<file path="config.mk">
export PLATFORM = sky130hd
export DESIGN_NAME = six_frame_longest_orf_tracker
export DESIGN_NICKNAME = d
export VERILOG_FILES = /design/src/design/sflot_pkg.sv /design/src/design/sflot_result.sv /design/src/design/six_frame_longest_orf_tracker.sv
export SDC_FILE = /design/constraint.sdc
export NUM_CORES = 2
export LEC_CHECK = 0
export BUFFER_PORTS_ARGS = -buffer_cell sky130_fd_sc_hd__clkbuf_2
export CAP_MARGIN = 15
export CORE_ASPECT_RATIO = 1.1
export CORE_UTILIZATION = 55
export DETAILED_ROUTE_END_ITERATION = 10
export PLACE_DENSITY = 0.78
export SYNTH_ARGS = -nofsm -noshare
export SYNTH_HDL_FRONTEND = slang
export SYNTH_SLANG_ARGS = --single-unit
</file>
<file path="constraint.sdc">
create_clock -name i_clk -period 14.91 [get_ports i_clk]
set_input_delay 0.7455 -clock i_clk [delete_from_list [all_inputs] [get_ports i_clk]]
set_output_delay 0.7455 -clock i_clk [all_outputs]
set_load 0.03 [all_outputs]
</file>
<file path="src/design/sflot_pkg.sv">
`default_nettype none
// ----------------------------------------------------------------------------
// sflot_pkg
// Shared types and constants for the six-frame longest ORF tracker.
// ----------------------------------------------------------------------------
package sflot_pkg;

    localparam int POS_W   = 24;  // nucleotide coordinate width
    localparam int LEN_W   = 24;  // codon count width
    localparam int TO_W    = 26;  // end coordinate width
    localparam int FRAME_W = 2;
    localparam int IDX_W   = 3;
    localparam int NPLUS   = 3;
    localparam int NFRAMES = 2 * NPLUS;

    localparam logic [LEN_W-1:0]   LEN_MAX    = {LEN_W{1'b1}};
    localparam logic [TO_W-1:0]    TO_MAX     = {TO_W{1'b1}};
    localparam logic [FRAME_W-1:0] FRAME_NONE = 2'd3;

    typedef logic [POS_W-1:0] t_pos;
    typedef logic [LEN_W-1:0] t_len;
    typedef t_len [NFRAMES-1:0] t_len_vec;
    typedef t_pos [NFRAMES-1:0] t_pos_vec;

    typedef struct packed {
        logic [POS_W-1:0]   position;
        logic [FRAME_W-1:0] frame;
        logic               strand_minus;
        logic               atg_start;
        logic               alt_start;
        logic               orf_stop;
        logic               last_of_sequence;
    } t_in_word;

    typedef struct packed {
        logic [IDX_W-1:0] best_frame;
        logic [LEN_W-1:0] best_length;
        logic [POS_W-1:0] orf_from;
        logic [TO_W-1:0]  orf_to;
        logic             orf_on_minus;
    } t_out_word;

    function automatic t_len sat_inc(input t_len v);
        sat_inc = (v == LEN_MAX) ? LEN_MAX : v + t_len'(1);
    endfunction

endpackage
`default_nettype wire

</file>
<file path="src/design/sflot_result.sv">
`default_nettype none
// ----------------------------------------------------------------------------
// sflot_result
// Picks the frame with the longest ORF from a snapshot of per-frame bests
// and forms the result word: snapshot, selection and output register stages.
// ----------------------------------------------------------------------------
module sflot_result (
    input  wire                    i_clk,
    input  wire                    i_rst_n,
    input  wire                    i_snap_valid,
    output logic                   o_snap_ready,
    input  sflot_pkg::t_len_vec    i_best_len,
    input  sflot_pkg::t_pos_vec    i_best_start,
    output logic                   o_out_valid,
    input  wire                    i_out_ready,
    output sflot_pkg::t_out_word   o_out_word
);
    import sflot_pkg::*;

    localparam int SUM_W = TO_W + 1;

    // snapshot stage
    logic     r_snap_valid;
    t_len_vec r_snap_len;
    t_pos_vec r_snap_start;
    // selection stage
    logic             r_sel_valid;
    logic [IDX_W-1:0] r_sel_idx;
    t_len             r_sel_len;
    t_pos             r_sel_start;
    // output stage
    logic      r_out_valid;
    t_out_word r_out_word;

    logic out_ready, sel_ready, snap_ready;
    logic [IDX_W-1:0] w01, w23, w45, w0123, n_sel_idx;
    logic [FRAME_W-1:0] offset;
    t_pos       from_pos;
    logic [SUM_W-1:0] to_sum;
    t_out_word  n_out_word;

    assign out_ready    = !r_out_valid || i_out_ready;
    assign sel_ready    = !r_sel_valid || out_ready;
    assign snap_ready   = !r_snap_valid || sel_ready;
    assign o_snap_ready = snap_ready;

    // pairwise tree, a later frame wins only when strictly longer
    always_comb begin
        w01 = (r_snap_len[1] > r_snap_len[0]) ? IDX_W'(1) : IDX_W'(0);
        w23 = (r_snap_len[3] > r_snap_len[2]) ? IDX_W'(3) : IDX_W'(2);
        w45 = (r_snap_len[5] > r_snap_len[4]) ? IDX_W'(5) : IDX_W'(4);
        w0123     = (r_snap_len[w23] > r_snap_len[w01]) ? w23 : w01;
        n_sel_idx = (r_snap_len[w45] > r_snap_len[w0123]) ? w45 : w0123;
    end

    always_comb begin
        if (r_sel_idx >= IDX_W'(NPLUS)) begin
            offset = FRAME_W'(r_sel_idx - IDX_W'(NPLUS));
        end else begin
            offset = FRAME_W'(r_sel_idx);
        end
        from_pos = r_sel_start + POS_W'(offset);
        to_sum   = SUM_W'(from_pos) + SUM_W'({r_sel_len, 1'b0}) + SUM_W'(r_sel_len)
                 + SUM_W'(2);
        n_out_word.best_frame   = r_sel_idx;
        n_out_word.best_length  = r_sel_len;
        n_out_word.orf_from     = from_pos;
        n_out_word.orf_to       = (to_sum > SUM_W'(TO_MAX)) ? TO_MAX : TO_W'(to_sum);
        n_out_word.orf_on_minus = (r_sel_idx >= IDX_W'(NPLUS));
    end

    always_ff @(posedge i_clk) begin
        if (!i_rst_n) begin
            r_snap_valid <= 1'b0;
            r_sel_valid  <= 1'b0;
            r_out_valid  <= 1'b0;
        end else begin
            if (snap_ready) begin
                r_snap_valid <= i_snap_valid;
            end
            if (sel_ready) begin
                r_sel_valid <= r_snap_valid;
            end
            if (out_ready) begin
                r_out_valid <= r_sel_valid;
            end
        end
    end

    always_ff @(posedge i_clk) begin
        if (snap_ready && i_snap_valid) begin
            r_snap_len   <= i_best_len;
            r_snap_start <= i_best_start;
        end
        if (sel_ready && r_snap_valid) begin
            r_sel_idx   <= n_sel_idx;
            r_sel_len   <= r_snap_len[n_sel_idx];
            r_sel_start <= r_snap_start[n_sel_idx];
        end
        if (out_ready && r_sel_valid) begin
            r_out_word <= n_out_word;
        end
    end

    assign o_out_valid = r_out_valid;
    assign o_out_word  = r_out_word;

endmodule
`default_nettype wire

</file>
<file path="src/design/six_frame_longest_orf_tracker.sv">
`default_nettype none
// ----------------------------------------------------------------------------
// six_frame_longest_orf_tracker
// Tracks the longest open reading frame over three plus and three minus
// frames from a stream of codon events and reports it at sequence end.
//
// Input channel: one codon event word per valid/ready handshake. The word is
// registered, then updates the per-frame state when it leaves the register,
// so a new word is taken every cycle unless a last word waits there. A word
// marked last additionally produces one result word; all frame state is
// cleared in the same update. Output channel: one result word per sequence,
// formed as the last word leaves the input register, through the snapshot,
// frame selection and coordinate register stages. Throughput is one word per
// cycle. A stalled receiver only holds back the result pipeline; codon words
// keep flowing until a last word finds the snapshot stage full, then the
// input waits. Reset clears all frame state, the pipeline and
// alt_start_enable, which is written through i_cfg_we/i_cfg_wdata; the user
// must write it only while idle, the block does not enforce this.
// ----------------------------------------------------------------------------
module six_frame_longest_orf_tracker (
    input  wire                    i_clk,
    input  wire                    i_rst_n,
    input  wire                    i_cfg_we,
    input  wire                    i_cfg_wdata,
    input  wire                    i_in_valid,
    output logic                   o_in_ready,
    input  sflot_pkg::t_in_word    i_in_word,
    output logic                   o_out_valid,
    input  wire                    i_out_ready,
    output sflot_pkg::t_out_word   o_out_word
);
    import sflot_pkg::*;

    logic     r_alt_en;
    logic     r_in_valid;
    t_in_word r_in;

    logic [NPLUS-1:0] r_in_orf, u_in_orf, n_in_orf;
    logic [NPLUS-1:0] r_stop_seen, u_stop_seen, n_stop_seen;
    t_len [NPLUS-1:0] r_cur_len, u_cur_len, n_cur_len;
    t_len [NPLUS-1:0] r_lss, u_lss, n_lss;
    t_pos_vec r_cur_start, u_cur_start, n_cur_start;
    t_len_vec r_best_len, u_best_len, n_best_len;
    t_pos_vec r_best_start, u_best_start, n_best_start;

    logic in_fire, snap_ready, is_start, is_stop;
    t_pos st;
    t_len lss_inc;

    assign in_fire    = r_in_valid && (!r_in.last_of_sequence || snap_ready);
    assign o_in_ready = !r_in_valid || in_fire;

    assign is_start = r_in.atg_start || (r_in.alt_start && r_alt_en);
    assign is_stop  = r_in.orf_stop;
    assign st       = r_in.position - POS_W'(r_in.frame);

    always_comb begin
        u_in_orf     = r_in_orf;
        u_stop_seen  = r_stop_seen;
        u_cur_len    = r_cur_len;
        u_lss        = r_lss;
        u_cur_start  = r_cur_start;
        u_best_len   = r_best_len;
        u_best_start = r_best_start;
        lss_inc      = '0;
        if (in_fire && r_in.frame != FRAME_NONE) begin
            for (int f = 0; f < NPLUS; f++) begin
                if (r_in.frame == FRAME_W'(f)) begin
                    if (!r_in.strand_minus) begin
                        if (r_in_orf[f]) begin
                            if (is_stop) begin
                                u_in_orf[f] = 1'b0;
                                if (r_cur_len[f] > r_best_len[f]) begin
                                    u_best_len[f]   = r_cur_len[f];
                                    u_best_start[f] = r_cur_start[f];
                                end
                            end else begin
                                u_cur_len[f] = sat_inc(r_cur_len[f]);
                            end
                        end else if (is_start) begin
                            u_in_orf[f]    = 1'b1;
                            u_cur_len[f]   = t_len'(1);
                            u_cur_start[f] = st;
                        end
                    end else begin
                        // minus frames count codons back to the last stop
                        if (is_stop) begin
                            u_stop_seen[f]         = 1'b1;
                            u_lss[f]               = '0;
                            u_cur_start[f + NPLUS] = st;
                        end else begin
                            lss_inc  = sat_inc(r_lss[f]);
                            u_lss[f] = lss_inc;
                            if (is_start && r_stop_seen[f]
                                    && lss_inc > r_best_len[f + NPLUS]) begin
                                u_best_len[f + NPLUS]   = lss_inc;
                                u_best_start[f + NPLUS] = r_cur_start[f + NPLUS];
                            end
                        end
                    end
                end
            end
        end
    end

    // the last word reports the updated bests and starts a fresh sequence
    always_comb begin
        if (in_fire && r_in.last_of_sequence) begin
            n_in_orf     = '0;
            n_stop_seen  = '0;
            n_cur_len    = '0;
            n_lss        = '0;
            n_cur_start  = '0;
            n_best_len   = '0;
            n_best_start = '0;
        end else begin
            n_in_orf     = u_in_orf;
            n_stop_seen  = u_stop_seen;
            n_cur_len    = u_cur_len;
            n_lss        = u_lss;
            n_cur_start  = u_cur_start;
            n_best_len   = u_best_len;
            n_best_start = u_best_start;
        end
    end

    always_ff @(posedge i_clk) begin
        if (!i_rst_n) begin
            r_alt_en     <= 1'b0;
            r_in_valid   <= 1'b0;
            r_in_orf     <= '0;
            r_stop_seen  <= '0;
            r_cur_len    <= '0;
            r_lss        <= '0;
            r_cur_start  <= '0;
            r_best_len   <= '0;
            r_best_start <= '0;
        end else begin
            if (i_cfg_we) begin
                r_alt_en <= i_cfg_wdata;
            end
            if (o_in_ready) begin
                r_in_valid <= i_in_valid;
            end
            r_in_orf     <= n_in_orf;
            r_stop_seen  <= n_stop_seen;
            r_cur_len    <= n_cur_len;
            r_lss        <= n_lss;
            r_cur_start  <= n_cur_start;
            r_best_len   <= n_best_len;
            r_best_start <= n_best_start;
        end
    end

    always_ff @(posedge i_clk) begin
        if (o_in_ready && i_in_valid) begin
            r_in <= i_in_word;
        end
    end

    sflot_result u_result (
        .i_clk        (i_clk),
        .i_rst_n      (i_rst_n),
        .i_snap_valid (r_in_valid && r_in.last_of_sequence),
        .o_snap_ready (snap_ready),
        .i_best_len   (u_best_len),
        .i_best_start (u_best_start),
        .o_out_valid  (o_out_valid),
        .i_out_ready  (i_out_ready),
        .o_out_word   (o_out_word)
    );

endmodule
`default_nettype wire

</file>
==> metrics.md <==
| Metric | Value |
|---|---|
| DP HPWL | 85.5 mm |
| Ys flop type | dfxtp_1 |
| Clock skew | 0.0587 ns |
| Max transition margin | 0.186 |
| Diode count | 0 |
| Hold Vio Cnt, Final | 0 |
| GRT overflow | 0 |
| RSZ-0062 raised after global routing | false |
| Post-synthesis mux area share | 0.0843 |
| DRT iter0 DRCs | 3039 |
| Antenna violations before repair | 1 |
| Status | finished, final reports clean |
| Setup TNS | 0 ns |
| Setup violations, final | 0 |
| Post-Layout Inst Area | 0.0558 sq mm |
| Clock Sinks | 1035 |
| Post-CTS setup buffer count | 0 |
| Avg WL per Cell | 20.4 um |
| Cts bufs inserted | 101 |
| Synth Area in Simple Gates | 0.146 |
| Port buffer count | 116 |
| Ranking of synthesized cells by area | edfxtp_1, dfxtp_1, ha_1 |
| Clk root buf | clkbuf_16 |
| CTS tree | yes |
| Post-Place Cell Area | 0.0524 sq mm |
| CTS H-tree depth | 3 |
| Period utilisation layout | 0.724 |
| Post-synth net total | 5156 |
| CP top delay family | simple AND/OR/NAND/NOR gates |
| Clk_lat worst skew | 0.71 ns |
| Gpl congestion | 0.919 |
| Flops & latches, synth | 1035 |
| Vias in the first global route | 34800 |
| Chip width | 292 um |
| Die span in y | 321 um |
| Arrival time worst endpoint | 11.20 ns |
| Crit path largest cell delay | 0.80 ns |
| Post-DR vias/cell | 5.99 |
| Post-layout min period | 10.80 ns |
| Clock slew at reported path FFs | 0.06 ns |
| Reg2reg path depth | 28 |
| P per Cell Area | 123 mW/mm^2 |
| Total Die Area | 0.0935 sq mm |
| Layout cells sized above 1 | 0.144 |
| Slew Limit Fails | 0 |
| XOR/XNOR Fraction of Synth Area | 0.0212 |
| # rows | 116 |
| VDD IR max | 0.0946 mV |
| Slew @ Worst Pin | 1.21 ns |
| Starting Density | 0.557 |
| Vias post-DR | 36400 |
| Required @ worst endpoint | 15.31 ns |
| Main combinational cell family by area after synthesis | simple AND/OR/NAND/NOR gates |
| All-Layer GR Usage | 0.262 |
| Post-CTS resize count | 0 |
| Hold-fix buffers at CTS | 0 |
| Fraction of registers with async set/reset | 0 |
| # IOs | 117 |
| Fmax | 92.6 MHz |
| Avg Inst Size Synth | 10.6 sq um |
| Largest net degree at the start of global routing | 190 |
| Crit. End Element | register |
| Number of max-cap violations | 0 |
| Seq. cell area | 0.0252 sq mm |
| Hold path depth | 1 |
| Most used cell, CP | buf_4 |
| Post-Syn Area | 0.0508 sq mm |
| Area of the multi-input gates | 0.0237 sq mm |
| CTS max path bufs | 3 |
| Final ANT Viol Nets | 0 |
| P&R area growth vs syn | 10.0% |
| Mapped Cells | 4769 |
| DRC violation count after routing | 0 |
| Post-synth top area cell | edfxtp_1 |
| Synth cell count leaders | dfxtp_1, edfxtp_1, nor2_1, ha_1, nor2b_1 |
| Critical path class | reg -> reg |
| Compound-Gate Fraction of Synth Area | 0.126 |
| Worst-path fanout max | 82 |
| Core ar. | 0.0911 sq mm |
| CP Buf/Inv Count | 5 |
| Post-Layout Cell Count | 6072 |
| Pleak | 21.6 nW |
| Synth Area in Adders | 0.0869 |
| Nets | 5190 |
| Area share of the largest cell type after synthesis | 0.265 |
| Register area share after synthesis | 0.497 |
| Min-Delay Path Class | in -> reg |
| Most frequent cell after synthesis | dfxtp_1 |
| Synth unique cells | 87 |
| Pre-Repair DR Iteration Count | 6 |
| WL final | 124 mm |
| Fillers | 7269 |
| First-pass GRT wire length | 194 mm |
| Startpoint Class | register |
| Number of flops mapped to enable cells by yosys | 448 |
| Critical Path Slowest Stage Cell | o21ai_4 |
| Dpl cells | 5879 |
| Levels on crit path | 28 |
| YS warnings | 0 |
-- through the flow --
stage               hold WS [ns]  setup WS, ns  total power [W]  utilization
finish                     0.218          4.11          0.00685        0.613
detailed placement         0.488          4.33          0.00426        0.574
global route               0.202          3.65          0.00710        0.613
floorplan                  0.440          1.04          0.00399            -
CTS                        0.187          4.28          0.00686        0.612
global placement           0.475          4.60          0.00423        0.574
-- cell usage in the layout (no fill, tap or decap), types with 51 or more instances in the layout --
cell type	n
dfxtp_1	587
xnor2_1	72
clkbuf_16	104
mux2_2	313
ha_1	346
a211oi_1	168
a21o_1	74
nand2_1	231
a22oi_1	80
nand4_1	74
edfxtp_1	448
and3_1	55
o21ai_0	159
nand3_1	105
mux2i_1	55
xor2_1	51
clkbuf_2	116
nor2_1	420
nor2b_1	335
nor3_1	53
inv_1	260
a21oi_1	188
-- layout make-up --
type,count,area share
Sequential cell,1035,0.451
Multi-Input combinational cell,3241,0.425
Clock buffer,135,0.0507
Tap cell,1180,0.0264
Inverter,261,0.0175
Timing Repair Buffer,163,0.0174
Clock inverter,57,0.0115
-- final timing paths --
| kind | from | to | slack (ns) |
|---|---|---|---|
| worst min register to register | r_cur_start[37] | r_cur_start[37] | 0.49 |
| worst max-delay path | u_result.r_snap_len[47] | u_result.r_sel_start[1] | 4.11 |
| worst max register to register | u_result.r_snap_len[47] | u_result.r_sel_start[1] | 4.11 |
| worst min-delay path | i_in_word[26] | r_in[26] | 0.22 |
-- flip-flops by register name, indices dropped and copies added (netlist names), 30 cells and up --
signal                 count
r_best_len               144
u_result.r_snap_len      144
u_result.o_out_word       78
r_in                      30
r_lss                     72
r_cur_len                 72
r_cur_start              144
r_best_start             144
u_result.r_snap_start    144
-- per-layer routing --
metal,part of all wire,global-route usage,wire [um]
met1,0.43,0.351,53700
met2,0.46,0.423,56700
met3,0.071,0.0414,8820
met4,0.037,0.106,4600
met5,0,0,0
-- worst reg2reg max path, delay by kind of cell (launching register included) --
kind | cells | cell delay [ns]
DFF | 1 | 0.44
adders and majority gates | 3 | 1.00
muxes | 1 | 0.44
buffers and inverters | 5 | 2.31
and+or+nand+nor | 10 | 3.64
AOI/OAI and AO/OA | 9 | 2.67
-- where the power goes --
group / internal, W / switching (W) / total (W)
Combinational: 0.000405 / 0.000699 / 0.00110
Sequential: 0.00306 / 0.0000530 / 0.00311
Clock: 0.00149 / 0.00114 / 0.00263
-- cells by family (layout without fill, tap and decap cells) --
logic type | count (synthesis) | in the layout
simple gates | 1457 | 1457
mux | 386 | 386
fa+ha+maj | 350 | 350
buf+inv | 493 | 616
flops | 1035 | 1035
xor+xnor | 123 | 123
compound gates | 925 | 925
Power figures use the tool's default switching activity.
